$ cat src/rtl/skt_pkg.sv
`timescale 1ns / 1ps
package skt_pkg;

    localparam int KEY_W    = 64;
    localparam int OFF_W    = 32;
    localparam int LEN_W    = 24;
    localparam int STAT_W   = 3;
    localparam int POS_W    = 10;
    localparam int DEPTH_DEF = 1024;

    localparam logic FUNC_LOOKUP = 1'b0;
    localparam logic FUNC_INSERT = 1'b1;

    localparam logic [STAT_W-1:0] ST_FOUND    = 3'd0;
    localparam logic [STAT_W-1:0] ST_MISSING  = 3'd1;
    localparam logic [STAT_W-1:0] ST_INSERTED = 3'd2;
    localparam logic [STAT_W-1:0] ST_PRESENT  = 3'd3;
    localparam logic [STAT_W-1:0] ST_FULL     = 3'd4;

    typedef struct packed {
        logic [KEY_W-1:0] key;
        logic [OFF_W-1:0] off;
        logic [LEN_W-1:0] len;
    } t_entry;

    // per-leaf match data carried up the reduction tree
    typedef struct packed {
        logic             hit;
        logic [OFF_W-1:0] off;
        logic [LEN_W-1:0] len;
    } t_hit;

    // node count of a radix-4 tree level
    function automatic int lvl_cnt(input int n, input int l);
        int c;
        c = n;
        for (int i = 0; i < l; i++) begin
            c = (c + 3) >> 2;
        end
        return c;
    endfunction

    function automatic int tree_levels(input int n);
        int c;
        int l;
        c = n;
        l = 0;
        while (c > 1) begin
            c = (c + 3) >> 2;
            l++;
        end
        return l;
    endfunction

endpackage

$ cat src/rtl/skt_cell.sv
`timescale 1ns / 1ps
module skt_cell
    import skt_pkg::*;
#(
    parameter int IDX = 0,
    parameter int CW  = 11
) (
    input  logic          i_clk,
    input  logic [KEY_W-1:0] i_key,
    input  logic [CW-1:0] i_count,
    input  t_entry        i_new,
    input  t_entry        i_prev,
    input  logic          i_prev_lt,
    input  logic          i_ins,
    output t_entry        o_entry,
    output logic          o_lt,
    output logic          o_sel,
    output t_hit          o_hit
);

    t_entry r_entry;
    t_entry n_entry;
    logic   w_valid;
    logic   w_eq;

    assign w_valid = (i_count > CW'(IDX));
    assign o_lt    = w_valid && (r_entry.key < i_key);
    assign w_eq    = w_valid && (r_entry.key == i_key);
    // first cell whose key is not below the probe: the lower bound
    assign o_sel   = !o_lt && i_prev_lt;

    assign o_hit.hit = o_sel && w_eq;
    assign o_hit.off = (o_sel && w_eq) ? r_entry.off : '0;
    assign o_hit.len = (o_sel && w_eq) ? r_entry.len : '0;
    assign o_entry   = r_entry;

    always_comb begin
        n_entry = r_entry;
        if (i_ins && o_sel) begin
            n_entry = i_new;
        end else if (i_ins && !o_lt) begin
            n_entry = i_prev;
        end
    end

    always_ff @(posedge i_clk) begin
        r_entry <= n_entry;
    end

endmodule

$ cat config.mk
export PLATFORM = sky130hd
export DESIGN_NAME = skt_cell
export DESIGN_NICKNAME = d
export VERILOG_FILES = /design/src/rtl/skt_pkg.sv /design/src/rtl/skt_cell.sv
export SDC_FILE = /design/constraint.sdc
export NUM_CORES = 1
export LEC_CHECK = 0
export BUFFER_PORTS_ARGS = -buffer_cell sky130_fd_sc_hd__buf_2
export CORE_AREA = 8 8 186 188
export DETAILED_ROUTE_END_ITERATION = 8
export DIE_AREA = 0 0 194 196
export PLACE_DENSITY_LB_ADDON = 0.25
export SETUP_SLACK_MARGIN = 0.5
export SLEW_MARGIN = 40
export SYNTH_ARGS = -nofsm -noshare
export SYNTH_HDL_FRONTEND = slang
export SYNTH_SLANG_ARGS = --single-unit
$ cat constraint.sdc
create_clock -name i_clk -period 18.5 [get_ports i_clk]
set_input_delay 3.7 -clock i_clk [delete_from_list [all_inputs] [get_ports i_clk]]
set_output_delay 3.7 -clock i_clk [all_outputs]
set_load 0.02 [all_outputs]
# Yosys cells after proc, flatten, opt, wreduce, memory -nomap -nowiden
# Cells that the tools add are included.
# word_totals
regBits,120
inputBits,318
out_inout_bits,179
# classes
magnitude_cmp,2
n_eq_ne,1
reduce_logical,8
muxes,4
# op_table
op,n
120-bit 2-to-1 mux,2
64-bit equality test,1
64-bit < comparator,1
32-bit 2-to-1 mux,1
24-bit 2-to-1 mux,1
"11-bit by 1-bit > comparator with 1-bit output, second input constant",1
1-bit logical AND,6
2-bit nonzero test,1
1-bit logical NOT,1

# Logic depth before layout (Yosys ltp)
# Gate-level depths: netlist of the first run.
# logic_depth
word_depth,6
depth_mapped,10
ltp_nobuf,8

# Least setup slack after synthesis of the first run
# Ideal clock, no wire load.
# synth_path
kind,input-to-reg
startpoint,input port i_key[30]
endpoint,register r_entry (netlist bit o_entry[0]) (enable)
stages,9
arrival_ns,10.567
t_required_ns,17.885
slack_ns,7.318
n_path_buf,1
setup_ns,0.615
cell_sequence,inv_1 > ha_1 > nand4_1 > nor4_1 > nand4_1 > a31oi_1 > nor4_4 > buf_2 > nor2b_1
# synth_between
elab_chain_len,6
word_cells_on_any_way,7
classes_between,order compare (1); reduce/logical (6)
# synth_rtl
item,line_no,source
from (decl),skt_cell.sv:9,"input logic [KEY_W-1:0] i_key,"
64-bit < comparator *,skt_cell.sv:27,assign o_lt = w_valid && (r_entry.key < i_key);
1-bit logical AND *,skt_cell.sv:27,
1-bit logical NOT *,"skt_cell.sv:30, skt_cell.sv:41",
1-bit logical AND,skt_cell.sv:30,assign o_sel = !o_lt && i_prev_lt;
1-bit logical AND,skt_cell.sv:39,if (i_ins && o_sel) begin
2-bit nonzero test (no source line) *,--,
to (signal assigned),skt_cell.sv:47,r_entry <= n_entry;
to (decl),skt_cell.sv:21,t_entry r_entry;
# Every way passes the cells marked *; elsewhere a longest branch is shown, timed or not.
# A chain may end at the register's enable or synchronous reset.

==> flow_metrics.tcl, run 1 <==
set metrics [dict create \
    setup_tns_ps 0 \
    row_count 66 \
    yosysSeqAreaShare_pct 32.9 \
    antenna_found_initial 13 \
    dr_total_vias 11797 \
    cts_setup_buffers 0 \
    routedWlPerCell_um 23.7 \
    synth_compound_area_share_pct 40.3 \
    first_pass_iters 5 \
    final_max_slew_viol_count 0 \
    hold_path_class "reg -> reg" \
    drcViolationCount 0 \
    yosysWarningCount 0 \
    die_y_um 196 \
    post-route-period-util_pct 58.6 \
    clk-insertion-delay-late_ps 420 \
    synthArstFlopShare_pct 0 \
    design.core.area_mm2 0.0319 \
    cts_tree "yes" \
    gp_congestion 0.863 \
    synth.distinct_cells 39 \
    cp_max_fo 61 \
    leakage_uw 0.00632 \
    cap_violations 0 \
    clkTransAtPathRegs_ps 70 \
    met2_usage_pct 40.4 \
    crit_path_end_kind "output pin" \
    relSlewSlack_pct 43.9 \
    slowest_delay_ps 720 \
    dieArea_mm2 0.0380 \
    worstPathRequired_ps 14800 \
    dpl_worst_slack_ps 7770 \
    synth_top_family_by_area "compound AO/OA/AOI/OAI gates" \
    wl_mm 48.4 \
    grt_max_degree 73 \
    grt_usage_pct 24.2 \
    path_common_cell "buf_2" \
    placed_cell_area_mm2 0.0136 \
    synth_xor_area_share_pct 0 \
    cts_root_buf "clkbuf_16" \
    synth_area_mm2 0.0109 \
    met3_usage_pct 5.55 \
    layout.cells.most_common_list "494 x buf_2, 135 x nand2_1, 125 x inv_1" \
    yosysTopAreaCell "edfxtp_1" \
    synth_edf_count 120 \
    initial_core_util_pct 34.3 \
    dp.cells 2000 \
    cp-start-kind "primary input" \
    fin_crit_ps 10840 \
    finalSetupViolations 0 \
    area_growth_pct 30.1 \
    synth.area.mux_share_pct 0 \
    final_common_cell "buf_2" \
    grt_pass1_wl_mm 73.5 \
    grt.met1_usage_pct 30.6 \
    ys.flop_type "edfxtp_1" \
    grt-busiest-layer "met2" \
    fin_ws_ps 7660 \
    max_freq_mhz 92.2 \
    clock_skew_ps 12.8 \
    cts.repair.resized 0 \
    critPathBufInv 4 \
    io_buffers 496 \
    cts-buffers-inserted 17 \
    cts.sinks 120 \
    outcome "finished clean" \
    synthAdderAreaFrac_pct 7.31 \
    post_route_cells_drive_above_1_share_pct 41.7 \
    largest_register_ffs 120 \
    fillers 3230 \
    first_iter_violations 911 \
    ir_drop_mv 0.0568 \
    ys_top_cells_by_area "edfxtp_1 33%, a21bo_2 11%, o2111ai_1 9.6%" \
    grt_pass1_vias 11970 \
    synth_simple_gate_area_share_pct 9.91 \
    htree_levels 4 \
    ys_seq_elements 120 \
    max_slew.worst_pin.slew_ps 842 \
    final_nets 1994 \
    pin_count 497 \
    instances_no_fill 2044 \
    mappedNetlistNets 1605 \
    critPathSlowestCell "and2_4" \
    vias_per_cell 5.77 \
    ctsHoldBuffers 0 \
    dpl.hpwl_mm 33.7 \
    synth_top_cell_area_share_pct 32.9 \
    p_per_area_mw_per_mm2 70.6 \
    cts_buffer_depth 2 \
    rsz0062_at_grt "no" \
    antenna_left 0 \
    crit_arrival_ps 7140 \
    die_x_um 194 \
    grt-ovfl-total 0 \
    timing.final.hold_violations 0 \
    syn_avg_cell_area_um2 8.95 \
    cp_cell_sequence "buf_2 > inv_1 > ha_1 > nand3_1 > nor4_2 > and2_4 > o311a_1 > o41ai_4 > buf_4 > nor3_1 > buf_2" \
    cpLargestDelayFamily "simple AND/OR/NAND/NOR gates" \
    crit_type "in -> out" \
    syn-instance-count 1223 \
    stdcell_area_mm2 0.0142 \
]
logic make-up (layout without fill, tap and decap cells):
logic type,Yosys count,in the layout
flops,120,120
other cells,0,12
buf+inv,268,669
fa+ha+maj,64,64
simple gates,239,239
compound gates,532,532
worst reg2reg max path: stages (launching register included):
cell      delay (ps)
edfxtp_1         400
ha_1             370
nand3_1          170
nor4_2           690
and2_4           720
o311a_1          410
nor4_4            70
buf_4            380
nor2b_4          200
buf_6            470
buf_6            570
final cells by class:
cell class	count	area [um2]	area share (%)
well taps	408	510	3.58
diodes	12	30.0	0.211
clock inverters	14	183	1.28
repair buffers	513	2640	18.5
multi-input cells	835	6380	44.8
inverters	125	469	3.29
flip-flops and latches	120	3600	25.3
clock buffers	17	425	2.99
Yosys cell counts (2+ instances only):
library cell,instances
a21oi_1,22
o211ai_1,121
edfxtp_1,120
inv_1,125
nand2_1,135
o21ai_0,8
nand2b_1,3
nand4_1,13
a221oi_1,2
and3_1,4
nor4_1,5
nor3_1,59
a211oi_1,2
a21boi_0,120
nor2b_1,2
buf_1,2
a21o_1,7
a21bo_2,120
a221o_1,2
o2111ai_1,120
nand3_1,7
ha_1,64
buf_4,2
nor2_1,5
clkbuf_1,116
buf_2,23
and2_1,2
power breakdown:
group          switching (uW)  internal (uW)
logic                     189            110
clock network             136            224
registers                14.3            332
total                     339            666
path summary, 6_finish.rpt:
check | startpoint | to | slack [ps] | depth (start not counted)
setup reg to reg | o_entry[119] | o_entry[33] | 13580 | 10
hold reg to reg | o_entry[87] | o_entry[7] | 1300 | 5
hold / removal | o_entry[87] | o_entry[7] | 1300 | 5
setup / recovery | i_key[63] | o_hit[18] | 7660 | 11
through the flow:
stage               hold WS [ps]  util, %  power (uW)
floorplan                   1300        -         537
global placement            1450     42.6         645
global route                1360     44.7        1050
detailed placement          1460     42.6         649
finish                      1300     44.7        1010
CTS                         1470     44.5        1010
layer usage:
layer  up-vias  wire length [um]
li1       5456                 -
met1      5704             20300
met2       563             23500
met3        72              3440
met4         2              1190
met5         -                12
Note: power is estimated with default switching activity, not from simulation.
==> inputs of run 2 (changes only) <==
--- a/config.mk
+++ b/config.mk
@@ -6,9 +6,9 @@
 export NUM_CORES = 1
 export LEC_CHECK = 0
 export BUFFER_PORTS_ARGS = -buffer_cell sky130_fd_sc_hd__buf_2
-export CORE_AREA = 8 8 186 188
+export CORE_AREA = 8 8 187 189
 export DETAILED_ROUTE_END_ITERATION = 8
-export DIE_AREA = 0 0 194 196
+export DIE_AREA = 0 0 195 197
 export PLACE_DENSITY_LB_ADDON = 0.25
 export SETUP_SLACK_MARGIN = 0.5
 export SLEW_MARGIN = 40
==> constraint.sdc (replaced) <==
create_clock -name i_clk -period 9.85 [get_ports i_clk]
set_input_delay 1.97 -clock i_clk [delete_from_list [all_inputs] [get_ports i_clk]]
set_output_delay 1.97 -clock i_clk [all_outputs]
set_load 0.02 [all_outputs]
==> flow_metrics.tcl, run 2 (synthesis gave the netlist of run 1 again) <==
set metrics [dict create \
    grt_max_degree 121 \
    seq_power_share_pct 36.4 \
    row_count 66 \
    ir_drop_mv 0.105 \
    dpl.hpwl_mm 33.0 \
    final_nets 1992 \
    die_x_um 195 \
    seqCellArea_mm2 0.00360 \
    p_per_area_mw_per_mm2 127 \
    rr_worst_depth 9 \
    grt-ovfl-total 0 \
    layout.cells.most_common_list "494 x buf_2, 135 x nand2_1, 125 x inv_1" \
    switchingPower_uw 620 \
    cts.sinks 120 \
    power.internal_uw 1170 \
    finalSetupViolations 0 \
    rrSetupSlack_ps 5420 \
    fin_crit_ps 7310 \
    crit_type "in -> out" \
    whs_endpoint "o_entry[104]" \
    stdcell_area_mm2 0.0141 \
    antenna_found_initial 9 \
    final_common_cell "buf_2" \
    cp_max_fo 60 \
    wl_mm 47.8 \
    hold_depth 5 \
    timing.rr.start "o_entry[111]" \
    clk-insertion-delay-late_ps 430 \
    leakage_uw 0.00626 \
    rsz0062_at_grt "no" \
    initial_core_util_pct 34.2 \
    outcome "finished clean" \
    die_y_um 197 \
    grt_pass1_wl_mm 72.4 \
    placed_cell_area_mm2 0.0136 \
    cts_tree "yes" \
    hold_path_class "reg -> reg" \
    crit_arrival_ps 5340 \
    dpl_worst_slack_ps 2610 \
    instances_no_fill 2034 \
    first_iter_violations 770 \
    drcViolationCount 0 \
    pin_count 497 \
    grt_pass1_vias 11981 \
    vias_per_cell 5.77 \
    r2r_end "o_entry[59]" \
    area_growth_pct 29.0 \
    grt_usage_pct 23.7 \
    io_buffers 496 \
    relSlewSlack_pct 41.2 \
    routedWlPerCell_um 23.5 \
    min-delay-start "o_entry[119]" \
    dieArea_mm2 0.0384 \
    multi_input_area_mm2 0.00638 \
    switching_share_pct 34.6 \
    max_freq_mhz 137 \
    cts_buffer_depth 2 \
    dp.cells 1998 \
    clock_skew_ps 13.7 \
    antenna_left 0 \
    cap_violations 0 \
    htree_levels 4 \
    setup_tns_ps 0 \
    fin_ws_ps 2540 \
    clkTransAtPathRegs_ps 50 \
    gp_congestion 0.869 \
    post_route_cells_drive_above_1_share_pct 41.1 \
    cts-buffers-inserted 17 \
    crit_path_end_kind "output pin" \
    clkPwrFrac_pct 32.2 \
    cts_root_buf "clkbuf_16" \
    max_slew.worst_pin.slew_ps 882 \
    first_pass_iters 5 \
    design.core.area_mm2 0.0320 \
    cts.repair.resized 0 \
    worstPathRequired_ps 7880 \
    fin_total_pwr_uw 1790 \
    cp-start-kind "primary input" \
    timing.final.hold_violations 0 \
    ctsHoldBuffers 0 \
    combPwrFrac_pct 31.3 \
    post-route-period-util_pct 74.2 \
    dr_total_vias 11740 \
    fillers 3210 \
    largest_register_ffs 120 \
    final_max_slew_viol_count 0 \
    cts_setup_buffers 0 \
]
## run 2: power by group through the flow
stage	sequential, uW	combinational (uW)	clock, uW
final	652	561	577
after detailed placement	661	557	0
after CTS	651	559	586
after global placement	661	550	0
after global routing	655	608	603
after floorplan	703	301	0
## run 2: how the worst max path moves through the flow
stage,startpoint,end,cells past startpoint
after floorplan,i_key[30],o_entry[0],9
after global placement,i_key[55],o_hit[42],11
after detailed placement,i_key[55],o_hit[47],11
after CTS,i_key[55],o_hit[47],11
after global routing,i_key[55],o_hit[35],11
final,i_key[55],o_hit[47],11
## run 2: layout make-up
type / instances / area share [%]
Tap cell: 408 / 3.61
Timing Repair Buffer: 511 / 18.7
Antenna cell: 7 / 0.124
Inverter: 125 / 3.32
Multi-Input combinational cell: 835 / 45.2
Sequential cell: 120 / 25.5
Clock buffer: 20 / 3.09
Clock inverter: 8 / 0.425
## run 2: stage by stage
| stage | utilization (%) | hold slack, ps |
|---|---|---|
| 2_1_floorplan | - | 1310 |
| 3_3_place_gp | 42.4 | 1310 |
| 3_5_place_dp | 42.4 | 1300 |
| 4_1_cts | 43.9 | 1300 |
| 5_1_grt | 44.1 | 1390 |
| 6_report | 44.1 | 1310 |
## run 2: routing by layer
| layer | global-route usage, % | up-vias | routed length [um] |
|---|---|---|---|
| met5 | 0 | - | 34 |
| met1 | 30.0 | 5636 | 19900 |
| met2 | 38.9 | 574 | 22900 |
| met3 | 5.78 | 83 | 3790 |
| li1 | - | 5441 | - |
| met4 | 8.42 | 6 | 1210 |
## run 2: worst max-delay path: stages
cell and delay (ps):
buf_2 70, inv_1 30, ha_1 300, nand4_1 180
nor4_2 670, and2_4 700, o311a_1 440, o41ai_4 80
buf_4 310, nor3_1 280, buf_2 210
